### config.mk
export PLATFORM = sky130hd
export DESIGN_NAME = link_range_mode_estimator
export DESIGN_NICKNAME = d
export VERILOG_FILES = /design/src/lrme_pkg.sv /design/src/link_range_mode_estimator.sv /design/src/lrme_cfg.sv /design/src/lrme_core.sv
export SDC_FILE = /design/constraint.sdc
export NUM_CORES = 1
export LEC_CHECK = 0
export BUFFER_PORTS_ARGS = -buffer_cell sky130_fd_sc_hd__buf_2
export CORE_MARGIN = 2
export CORE_UTILIZATION = 55
export CTS_CLUSTER_DIAMETER = 200
export CTS_CLUSTER_SIZE = 28
export DETAILED_ROUTE_END_ITERATION = 7
export GPL_TIMING_DRIVEN = 0
export PLACE_DENSITY = 0.81
export SKIP_CTS_REPAIR_TIMING = 1
export SYNTH_ARGS = -nofsm -noshare
export SYNTH_HDL_FRONTEND = slang
export SYNTH_SLANG_ARGS = --single-unit
### constraint.sdc
create_clock -name clk_i -period 16.05 [get_ports clk_i]
set_input_delay 1.605 -clock clk_i [delete_from_list [all_inputs] [get_ports clk_i]]
set_output_delay 1.605 -clock clk_i [all_outputs]
set_load 0.05 [all_outputs]
### src/lrme_pkg.sv
// ----------------------------------------------------------------------------
// lrme_pkg
// Types and constants shared by the link range mode estimator.
// ----------------------------------------------------------------------------
package lrme_pkg;

  localparam int unsigned CfgAddrW = 5;
  localparam int unsigned CfgDataW = 32;

  typedef enum logic [1:0] {
    MODE_NEUTRAL = 2'd0,
    MODE_SHORT   = 2'd1,
    MODE_LONG    = 2'd2,
    MODE_NONE    = 2'd3
  } mode_e;

  typedef enum logic [1:0] {
    REQ_BYTE = 2'd0,
    REQ_SENT = 2'd1,
    REQ_IDLE = 2'd2,
    REQ_RSVD = 2'd3
  } req_e;

  typedef enum logic [2:0] {
    REG_SHORT_CODE   = 3'd0,
    REG_LONG_CODE    = 3'd1,
    REG_LOW_THRESH   = 3'd2,
    REG_HIGH_THRESH  = 3'd3,
    REG_FAST_PACKETS = 3'd4,
    REG_MID_PACKETS  = 3'd5,
    REG_MONITOR_LIM  = 3'd6,
    REG_FAIL_LIM     = 3'd7
  } reg_idx_e;

  typedef struct packed {
    logic [1:0] req_type;
    logic [7:0] data_byte;
    logic       last_byte;
  } in_req_t;

  typedef struct packed {
    logic [1:0] range_mode;
    logic       reconfigure;
    logic       reconfigure_long;
    logic [2:0] error_weight;
    logic [2:0] error_average;
  } out_res_t;

  typedef struct packed {
    logic [1:0] short_code;
    logic [1:0] long_code;
    logic [2:0] low_threshold;
    logic [2:0] high_threshold;
    logic [7:0] fast_phase_packets;
    logic [7:0] mid_phase_packets;
    logic [7:0] monitor_limit;
    logic [7:0] fail_limit;
  } cfg_t;

endpackage

### src/link_range_mode_estimator.sv
// ----------------------------------------------------------------------------
// link_range_mode_estimator
// Link quality and range mode estimator for a control radio.
// ----------------------------------------------------------------------------
// Takes one request per clock cycle while not stalled. An accepted request
// sits in the input register and is evaluated there; when it advances, its
// result, if any, enters the output register, which drives out_valid_o.
// Non-final packet bytes only update the fold and produce no result. The
// input register holds one request while a result waits to be taken; the
// input stalls only when both are occupied. Write configuration only while
// no request is in flight.
module link_range_mode_estimator #(
  parameter int unsigned HISTORY_LEN = 4
) (
  input  logic                           clk_i,
  input  logic                           rst_ni,
  input  logic                           in_valid_i,
  output logic                           in_stall_o,
  input  lrme_pkg::in_req_t              in_req_i,
  output logic                           out_valid_o,
  input  logic                           out_stall_i,
  output lrme_pkg::out_res_t             out_res_o,
  input  logic                           psel,
  input  logic                           penable,
  input  logic                           pwrite,
  input  logic [lrme_pkg::CfgAddrW-1:0]  paddr,
  input  logic [lrme_pkg::CfgDataW-1:0]  pwdata,
  output logic [lrme_pkg::CfgDataW-1:0]  prdata,
  output logic                           pready
);

  lrme_pkg::cfg_t     cfg;
  lrme_pkg::in_req_t  in_q;
  lrme_pkg::out_res_t res, out_q;
  logic               in_valid_d, in_valid_q;
  logic               out_valid_d, out_valid_q;
  logic               has_result, advance, accept;

  lrme_cfg u_cfg (
    .clk_i,
    .rst_ni,
    .psel,
    .penable,
    .pwrite,
    .paddr,
    .pwdata,
    .prdata,
    .pready,
    .cfg_o (cfg)
  );

  lrme_core #(
    .HISTORY_LEN (HISTORY_LEN)
  ) u_core (
    .clk_i,
    .rst_ni,
    .step_en_i    (advance),
    .req_i        (in_q),
    .cfg_i        (cfg),
    .has_result_o (has_result),
    .res_o        (res)
  );

  assign advance    = in_valid_q && (!has_result || !out_valid_q || !out_stall_i);
  assign in_stall_o = in_valid_q && !advance;
  assign accept     = in_valid_i && !in_stall_o;

  always_comb begin
    in_valid_d = in_valid_q;
    if (accept) begin
      in_valid_d = 1'b1;
    end else if (advance) begin
      in_valid_d = 1'b0;
    end
    out_valid_d = out_valid_q;
    if (advance && has_result) begin
      out_valid_d = 1'b1;
    end else if (out_valid_q && !out_stall_i) begin
      out_valid_d = 1'b0;
    end
  end

  always_ff @(posedge clk_i or negedge rst_ni) begin
    if (!rst_ni) begin
      in_valid_q  <= 1'b0;
      out_valid_q <= 1'b0;
    end else begin
      in_valid_q  <= in_valid_d;
      out_valid_q <= out_valid_d;
    end
  end

  always_ff @(posedge clk_i) begin
    if (accept) begin
      in_q <= in_req_i;
    end
    if (advance && has_result) begin
      out_q <= res;
    end
  end

  assign out_valid_o = out_valid_q;
  assign out_res_o   = out_q;

endmodule

### src/lrme_cfg.sv
// ----------------------------------------------------------------------------
// lrme_cfg
// APB-style register file holding the estimator configuration.
// ----------------------------------------------------------------------------
module lrme_cfg (
  input  logic                           clk_i,
  input  logic                           rst_ni,
  input  logic                           psel,
  input  logic                           penable,
  input  logic                           pwrite,
  input  logic [lrme_pkg::CfgAddrW-1:0]  paddr,
  input  logic [lrme_pkg::CfgDataW-1:0]  pwdata,
  output logic [lrme_pkg::CfgDataW-1:0]  prdata,
  output logic                           pready,
  output lrme_pkg::cfg_t                 cfg_o
);

  lrme_pkg::cfg_t   cfg_d, cfg_q;
  lrme_pkg::reg_idx_e idx;
  logic             wr_en;

  assign pready = 1'b1;
  assign wr_en  = psel && penable && pwrite;
  assign idx    = lrme_pkg::reg_idx_e'(paddr[lrme_pkg::CfgAddrW-1:2]);

  always_comb begin
    cfg_d = cfg_q;
    if (wr_en) begin
      case (idx)
        lrme_pkg::REG_SHORT_CODE:   cfg_d.short_code         = pwdata[1:0];
        lrme_pkg::REG_LONG_CODE:    cfg_d.long_code          = pwdata[1:0];
        lrme_pkg::REG_LOW_THRESH:   cfg_d.low_threshold      = pwdata[2:0];
        lrme_pkg::REG_HIGH_THRESH:  cfg_d.high_threshold     = pwdata[2:0];
        lrme_pkg::REG_FAST_PACKETS: cfg_d.fast_phase_packets = pwdata[7:0];
        lrme_pkg::REG_MID_PACKETS:  cfg_d.mid_phase_packets  = pwdata[7:0];
        lrme_pkg::REG_MONITOR_LIM:  cfg_d.monitor_limit      = pwdata[7:0];
        lrme_pkg::REG_FAIL_LIM:     cfg_d.fail_limit         = pwdata[7:0];
        default: ;
      endcase
    end
  end

  always_comb begin
    case (idx)
      lrme_pkg::REG_SHORT_CODE:   prdata = {30'd0, cfg_q.short_code};
      lrme_pkg::REG_LONG_CODE:    prdata = {30'd0, cfg_q.long_code};
      lrme_pkg::REG_LOW_THRESH:   prdata = {29'd0, cfg_q.low_threshold};
      lrme_pkg::REG_HIGH_THRESH:  prdata = {29'd0, cfg_q.high_threshold};
      lrme_pkg::REG_FAST_PACKETS: prdata = {24'd0, cfg_q.fast_phase_packets};
      lrme_pkg::REG_MID_PACKETS:  prdata = {24'd0, cfg_q.mid_phase_packets};
      lrme_pkg::REG_MONITOR_LIM:  prdata = {24'd0, cfg_q.monitor_limit};
      lrme_pkg::REG_FAIL_LIM:     prdata = {24'd0, cfg_q.fail_limit};
      default:                    prdata = '0;
    endcase
  end

  always_ff @(posedge clk_i or negedge rst_ni) begin
    if (!rst_ni) begin
      cfg_q.short_code         <= 2'd1;
      cfg_q.long_code          <= 2'd2;
      cfg_q.low_threshold      <= 3'd1;
      cfg_q.high_threshold     <= 3'd3;
      cfg_q.fast_phase_packets <= 8'd30;
      cfg_q.mid_phase_packets  <= 8'd200;
      cfg_q.monitor_limit      <= 8'd15;
      cfg_q.fail_limit         <= 8'd75;
    end else begin
      cfg_q <= cfg_d;
    end
  end

  assign cfg_o = cfg_q;

endmodule

### src/lrme_core.sv
// ----------------------------------------------------------------------------
// lrme_core
// Estimator state and the combinational update for one request.
// ----------------------------------------------------------------------------
module lrme_core #(
  parameter int unsigned HISTORY_LEN = 4
) (
  input  logic               clk_i,
  input  logic               rst_ni,
  input  logic               step_en_i,
  input  lrme_pkg::in_req_t  req_i,
  input  lrme_pkg::cfg_t     cfg_i,
  output logic               has_result_o,
  output lrme_pkg::out_res_t res_o
);

  function automatic logic [2:0] ones6(input logic [5:0] v);
    logic [2:0] n;
    n = 3'd0;
    for (int i = 0; i < 6; i++) begin
      n = n + 3'(v[i]);
    end
    return n;
  endfunction

  logic [7:0]        fold_d, fold_q;
  logic [2:0]        smooth_d, smooth_q;
  logic [2:0]        weight_d, weight_q;
  logic [7:0]        pcnt_d, pcnt_q;
  logic [7:0]        silent_mid, silent_d, silent_q;
  lrme_pkg::mode_e   mode_d, mode_q;
  lrme_pkg::mode_e   prev_d, prev_q;
  lrme_pkg::mode_e   pkt_mode, cand;
  lrme_pkg::mode_e   hist_q [HISTORY_LEN];

  logic [5:0] err;
  logic [2:0] ew, avg;
  logic [1:0] mode_bits;
  logic [6:0] sum_fast, sum_mid, sum_slow;
  logic       all_short, all_neutral, any_long;
  logic       reconf, reconf_long, has_result;

  assign err[5:2]  = req_i.data_byte[7:4] ^ fold_q[7:4];
  assign err[1:0]  = req_i.data_byte[3:2] ^ fold_q[3:2] ^ req_i.data_byte[1:0];
  assign ew        = ones6(err);
  assign mode_bits = req_i.data_byte[1:0];

  assign sum_fast = 7'(smooth_q) * 7'd5  + 7'(ew) * 7'd3;
  assign sum_mid  = 7'(smooth_q) * 7'd11 + 7'(ew) * 7'd5;
  assign sum_slow = 7'(smooth_q) * 7'd13 + 7'(ew) * 7'd3;

  always_comb begin
    if (pcnt_q < cfg_i.fast_phase_packets) begin
      avg = sum_fast[5:3];
    end else if (pcnt_q < cfg_i.mid_phase_packets) begin
      avg = sum_mid[6:4];
    end else begin
      avg = sum_slow[6:4];
    end
  end

  always_comb begin
    all_short   = 1'b1;
    all_neutral = 1'b1;
    any_long    = 1'b0;
    for (int i = 0; i < HISTORY_LEN; i++) begin
      if (hist_q[i] != lrme_pkg::MODE_SHORT)   all_short   = 1'b0;
      if (hist_q[i] != lrme_pkg::MODE_NEUTRAL) all_neutral = 1'b0;
      if (hist_q[i] == lrme_pkg::MODE_LONG)    any_long    = 1'b1;
    end
  end

  always_comb begin
    if (avg <= cfg_i.low_threshold) begin
      cand = (mode_bits == cfg_i.short_code && ew <= cfg_i.low_threshold) ?
             lrme_pkg::MODE_SHORT : lrme_pkg::MODE_NEUTRAL;
    end else if (avg > cfg_i.high_threshold) begin
      cand = lrme_pkg::MODE_LONG;
    end else begin
      cand = (mode_bits == cfg_i.long_code) ? lrme_pkg::MODE_LONG : lrme_pkg::MODE_NEUTRAL;
    end
  end

  always_comb begin
    case (cand)
      lrme_pkg::MODE_SHORT:
        pkt_mode = (all_short || all_neutral) ? lrme_pkg::MODE_SHORT : lrme_pkg::MODE_NEUTRAL;
      lrme_pkg::MODE_LONG:
        pkt_mode = any_long ? lrme_pkg::MODE_LONG : lrme_pkg::MODE_NEUTRAL;
      default:
        pkt_mode = (hist_q[0] == lrme_pkg::MODE_NEUTRAL && hist_q[1] == lrme_pkg::MODE_NEUTRAL) ?
                   lrme_pkg::MODE_LONG : lrme_pkg::MODE_NEUTRAL;
    endcase
  end

  always_comb begin
    fold_d      = fold_q;
    smooth_d    = smooth_q;
    weight_d    = weight_q;
    pcnt_d      = pcnt_q;
    mode_d      = mode_q;
    prev_d      = prev_q;
    silent_mid  = silent_q;
    reconf      = 1'b0;
    reconf_long = 1'b0;
    has_result  = 1'b1;
    case (lrme_pkg::req_e'(req_i.req_type))
      lrme_pkg::REQ_BYTE: begin
        if (!req_i.last_byte) begin
          fold_d     = fold_q ^ req_i.data_byte;
          has_result = 1'b0;
        end else begin
          fold_d     = 8'd0;
          weight_d   = ew;
          smooth_d   = avg;
          mode_d     = pkt_mode;
          pcnt_d     = (pcnt_q == 8'hFF) ? pcnt_q : pcnt_q + 8'd1;
          silent_mid = 8'd0;
        end
      end
      lrme_pkg::REQ_SENT: begin
        if (prev_q != mode_q && mode_q != lrme_pkg::MODE_NEUTRAL) begin
          reconf      = 1'b1;
          reconf_long = (mode_q != lrme_pkg::MODE_SHORT);
        end
        prev_d = mode_q;
      end
      default: ;
    endcase
    if (lrme_pkg::req_e'(req_i.req_type) != lrme_pkg::REQ_BYTE &&
        mode_q != lrme_pkg::MODE_LONG && silent_q > cfg_i.monitor_limit) begin
      mode_d = lrme_pkg::MODE_NEUTRAL;
      if (silent_q > cfg_i.fail_limit) begin
        mode_d      = lrme_pkg::MODE_LONG;
        reconf      = 1'b1;
        reconf_long = 1'b1;
        silent_mid  = 8'd0;
      end
    end
    silent_d = (silent_mid == 8'hFF) ? silent_mid : silent_mid + 8'd1;
  end

  always_ff @(posedge clk_i or negedge rst_ni) begin
    if (!rst_ni) begin
      fold_q   <= 8'd0;
      smooth_q <= 3'd0;
      weight_q <= 3'd0;
      pcnt_q   <= 8'd0;
      silent_q <= 8'd0;
      mode_q   <= lrme_pkg::MODE_NEUTRAL;
      prev_q   <= lrme_pkg::MODE_NONE;
      for (int i = 0; i < HISTORY_LEN; i++) begin
        hist_q[i] <= lrme_pkg::MODE_NEUTRAL;
      end
    end else if (step_en_i) begin
      fold_q <= fold_d;
      if (has_result) begin
        smooth_q  <= smooth_d;
        weight_q  <= weight_d;
        pcnt_q    <= pcnt_d;
        silent_q  <= silent_d;
        mode_q    <= mode_d;
        prev_q    <= prev_d;
        hist_q[0] <= mode_d;
        for (int i = 1; i < HISTORY_LEN; i++) begin
          hist_q[i] <= hist_q[i-1];
        end
      end
    end
  end

  assign has_result_o           = has_result;
  assign res_o.range_mode       = mode_d;
  assign res_o.reconfigure      = reconf;
  assign res_o.reconfigure_long = reconf && reconf_long;
  assign res_o.error_weight     = weight_d;
  assign res_o.error_average    = smooth_d;

endmodule

======== Word-level counts from Yosys, hierarchy flattened ========
Cells that the tools add are included.
word-level totals
  word-level logic and storage cells ...... 174
  output and inout port bits .............. 45
  flip-flop bits (word level) ............. 105
  bits of input ports ..................... 55
operators by class
  bitwise gates (word level) .............. 5
  $add $sub $neg .......................... 10
  reductions and logical operators ........ 44
  $mul .................................... 5
  order comparisons ....................... 7
  eq/ne operators ......................... 24
  muxes and demuxes ....................... 51
operators by type and width
  cell                                                                 count
  32-bit case mux with 8 select lines                                  1
  8-bit two-way mux                                                    6
  1-bit two-way mux                                                    28
  2-bit AND reduction                                                  10
  2-bit two-way mux                                                    9
  3-bit two-way mux                                                    6
  8-bit by 1-bit adder with 8-bit output (second input constant)       2
  8-bit == test (second input constant)                                2
  8-bit greater-than comparator                                        2
  8-bit < comparator                                                   2
  3-bit by 4-bit multiplier with 7-bit output (second input constant)  2
  2-bit nonzero test                                                   7
  1-bit logical AND                                                    13
  3-bit by 1-bit adder with 3-bit output                               4
  3-bit == test (second input constant)                                4
  3-bit by 3-bit multiplier with 6-bit output (second input constant)  2
  2-bit == test (second input constant)                                5
  2-bit by 1-bit != test with 1-bit output (second input constant)     4
  8-bit bitwise XOR                                                    1
  7-bit by 5-bit adder with 7-bit output                               1
  7-bit by 6-bit adder with 7-bit output                               1
  6-bit by 5-bit adder with 6-bit output                               1
  3-bit by 2-bit == test with 1-bit output (second input constant)     2
  3-bit less-or-equal comparator                                       2
  other kinds (18)                                                     29

======== Logic depth before layout (Yosys ltp) ========
  depth after elaboration ................. 19
  depth in mapped cells ................... 28
  depth with buffers taken out ............ 28

======== Modules after synthesis ========
From an unflattened synthesis, not the netlist that was laid out.
unflattened totals
  cell total of the unflattened synthesis .. 646
  area, all modules ....................... 6926.6 um^2
by module, submodules not included
  module                     area an instance (um^2)  seq. area each (um^2)  times used  cells an instance
  lrme_core                  3952.5                   953.4                  1           442
  lrme_cfg                   2238.4                   1076.0                 1           171
  link_range_mode_estimator  735.7                    680.7                  1           33

======== Least setup slack after synthesis ========
OpenSTA, ideal clock, no wires.
  path type ............................... register to register
  start ................................... reg in_q[3] in the netlist's numbering
  end ..................................... reg out_q, in the netlist out_res_o[9] (data pin)
  arrival time ............................ 6.260 ns
  period minus slack after synthesis ...... 6.535 ns
  cell stages (with the launch flop) ...... 29
  library setup time ...................... 0.275 ns
  path buffers ............................ 0
  path slack .............................. 9.515 ns
  cell sequence ........................... edfxtp_1 -> xnor2_1 -> xnor2_1 -> ha_1 -> inv_1 -> fa_1 -> fa_1 -> fa_1 -> inv_1 -> ha_1 -> fa_1 -> xor2_1 -> fa_1 -> inv_1 -> ha_1 -> o21ai_0 -> nand2b_1 -> nand2_1 -> o21ai_0 -> o211ai_2 -> a211oi_2 -> nor2_1 -> ha_1 -> o21ai_0 -> a32oi_1 -> or4_1 -> nand2_1 -> o221a_2 -> a21oi_1
RTL lines
  item                    RTL line                         text
  from (decl)             link_range_mode_estimator.sv:33  lrme_pkg::in_req_t in_q;
  from (signal assigned)  link_range_mode_estimator.sv:95  in_q <= in_req_i;
  to (signal assigned)    link_range_mode_estimator.sv:98  out_q <= res;
  to (decl)               link_range_mode_estimator.sv:34  lrme_pkg::out_res_t res, out_q;

==> results.json <==
{
  "numCtsBuffers": 9,
  "synthTopCellsByArea": "dfrtp_1, ha_1, edfxtp_1",
  "rr_startpoint": "in_q[3]",
  "grt_max_degree": 59,
  "synth-edff-count": 21,
  "crit_type": "reg -> reg",
  "diodes": 0,
  "rsz0062_at_grt": "false",
  "drtAntennaViolNets": 0,
  "dp_hpwl_um": 11260,
  "cts_tree": "done",
  "dr.pass1.iters": 5,
  "insertion_delay_ps": 360,
  "slew_viol_final": 0,
  "grt_pass1_vias": 5148,
  "regArea_um2": 2710,
  "setup_tns_ps": 0,
  "synthArstFlopShare_pct": 79.61,
  "crit_path_end_kind": "register",
  "grt_antenna_before_repair": 0,
  "start_util_pct": 56.26,
  "yosysMostFrequentCell": "nand2_1",
  "arrival_ps": 7520,
  "yosysSeqAreaShare_pct": 40.28,
  "hold_path.class": "reg -> reg",
  "cts.htree.levels": 3,
  "die-area_um2": 13140,
  "fin_crit_sh_pct": 46.31,
  "final_cells": 925,
  "vias_per_cell": 5.639,
  "core.rowCount": 40,
  "min_period_ps": 7433,
  "netlist_top_cells_count": "nand2_1, o21ai_0, ha_1",
  "critical_path_depth": 27,
  "endpoint": "out_res_o[9]",
  "whs_ps": 481.2,
  "synthFlopType": "dfrtp_1",
  "clock_skew_ps": 9.040,
  "rr_worst_depth": 27,
  "synth_area_per_cell_um2": 9.710,
  "startpoint": "in_q[3]",
  "gp_congestion": 0.8691,
  "cts_sinks": 103,
  "fmax_mhz": 134.5,
  "synthCells": 693,
  "wl_um": 14890,
  "clkTransAtPathRegs_ps": 70,
  "worstReg2RegEnd": "out_res_o[9]",
  "worst_slew_pin_slew_ps": 564.5,
  "grt_pass1_wl_um": 24860,
  "rrSetupSlack_ps": 8620,
  "finalHoldViolCount": 0,
  "fp.dieH_um": 114.6,
  "critical_path_required_ps": 16130,
  "critical_path.max_stage_delay_ps": 610,
  "vias": 5216,
  "synth-seq-cells": 103,
  "clockBufferDepth": 2,
  "die_w_um": 114.6,
  "ios": 100,
  "grt_overflow_total": 0,
  "core-area_um2": 11960,
  "setup_slack_ps": 8617,
  "crit_path_start_kind": "register",
  "synth_largest_area_cell": "dfrtp_1",
  "maxSlewHeadroom_pct": 62.19,
  "status": "complete, no violations",
  "synth_area_um2": 6729,
  "path_buf_inv": 3,
  "routedWlPerCell_um": 16.09,
  "nFillCells": 917,
  "final_nets": 905,
  "synth_top_area_share_pct": 22.31,
  "multiInputGateArea_um2": 3596,
  "maxCapViolations": 0,
  "dpl.cell_count": 909,
  "grtUsageTotal_pct": 24.10,
  "critPathMaxFanout": 5,
  "drc_errors": 0,
  "cts-root-buf": "clkbuf_16",
  "path_common_cell": "fa_1",
  "drt-initial-drc-count": 366,
  "dp_slack_ps": 8811,
  "crit_slowest_cell": "fa_1",
  "synth_warnings": 0,
  "port_buffers": 45,
  "drive_above_1_share_pct": 18.51,
  "critPathTopFamily": "adder cells",
  "setup_viol": 0,
  "yosysUniqueCellTypes": 61,
  "area_growth_pct": 12.66
}
==> metal layers <==
metal	track usage, %	wire (um)	up-vias
li1	-	-	2506
met2	41.14	7437	185
met4	8.862	398	0
met1	30.46	6170	2490
met5	0	0	-
met3	4.711	880	35
==> how the worst min path moves through the flow <==
stage / start / end / slack, ps / cells past startpoint
after global placement: u_core.weight_q[0] / u_core.weight_q[0] / 460 / 2
after global routing: u_core.weight_q[0] / u_core.weight_q[0] / 530 / 2
after detailed placement: u_core.weight_q[0] / u_core.weight_q[0] / 460 / 2
after CTS: u_core.weight_q[0] / u_core.weight_q[0] / 480 / 2
after floorplan: u_core.weight_q[2] / u_core.weight_q[2] / 450 / 2
final: u_core.weight_q[0] / u_core.weight_q[0] / 480 / 2
==> area by class of cell <==
class | count | share of cell area (%)
multi-input cells | 504 | 47.43
repair buffers | 46 | 3.367
clock buffers | 9 | 2.971
flip-flops and latches | 103 | 35.75
clock inverters | 7 | 1.337
well taps | 147 | 2.426
plain buffers | 44 | 3.499
inverters | 65 | 3.218
==> cell usage in the layout, fill, tap and decap left out, types with 3 or more instances in the layout <==
cell	synthesis	layout
dfrtp_1	60	60
nor2_1	27	27
nand4_1	12	12
and2_1	11	11
buf_2	2	46
o21ai_0	75	75
ha_1	66	66
mux4_2	6	6
mux2_2	14	14
clkbuf_1	15	15
a21oi_1	38	38
a31oi_1	5	5
buf_4	26	27
nand3_1	7	7
nor2b_1	6	6
xor2_1	13	13
a21o_1	3	3
nor3_1	4	4
xnor2_1	16	16
or3_1	5	5
clkbuf_16	0	9
nand2b_1	11	11
nand2_1	96	96
inv_1	64	64
o31ai_1	4	4
a32oi_1	3	3
conb_1	2	25
fa_1	11	11
and3_1	3	3
dfstp_2	22	22
mux2i_1	8	8
edfxtp_1	21	21
==> state kept, by name, summed over array words and instances, names as in the netlist <==
register         count
u_core.weight_q      3
in_valid_q           1
u_cfg.cfg_o         42
u_core.silent_q      8
u_core.fold_q        6
u_core.prev_q        2
u_core.hist_q        6
u_core.pcnt_q        8
out_res_o           10
out_valid_o          1
u_core.smooth_q      3
in_q                11
u_core.mode_q        2
==> worst min-delay path, stage by stage (launching register included) <==
cell and delay (ps):
dfrtp_1 340, nand2_1 50, nand2_1 60
==> through the flow <==
stage          cell area, um2  util [%]
3_5_place_dp             7254     60.65
3_3_place_gp             7224     60.40
5_1_grt                  7581     63.38
4_1_cts                  7581     63.38
2_1_floorplan            6815         -
6_report                 7581     63.38
==> kinds of logic after synthesis <==
family | count (synthesis) | share of synthesized area [%]
compound gates | 149 | 13.26
xor+xnor | 29 | 3.775
simple gates | 196 | 13.93
other cells | 2 | 0.1116
flops | 103 | 40.28
fa+ha+maj | 77 | 15.54
mux | 28 | 5.541
buf+inv | 109 | 7.568
Power is not shown: default switching activity piles up to over one toggle a cycle in this logic, so the estimate is an artifact.
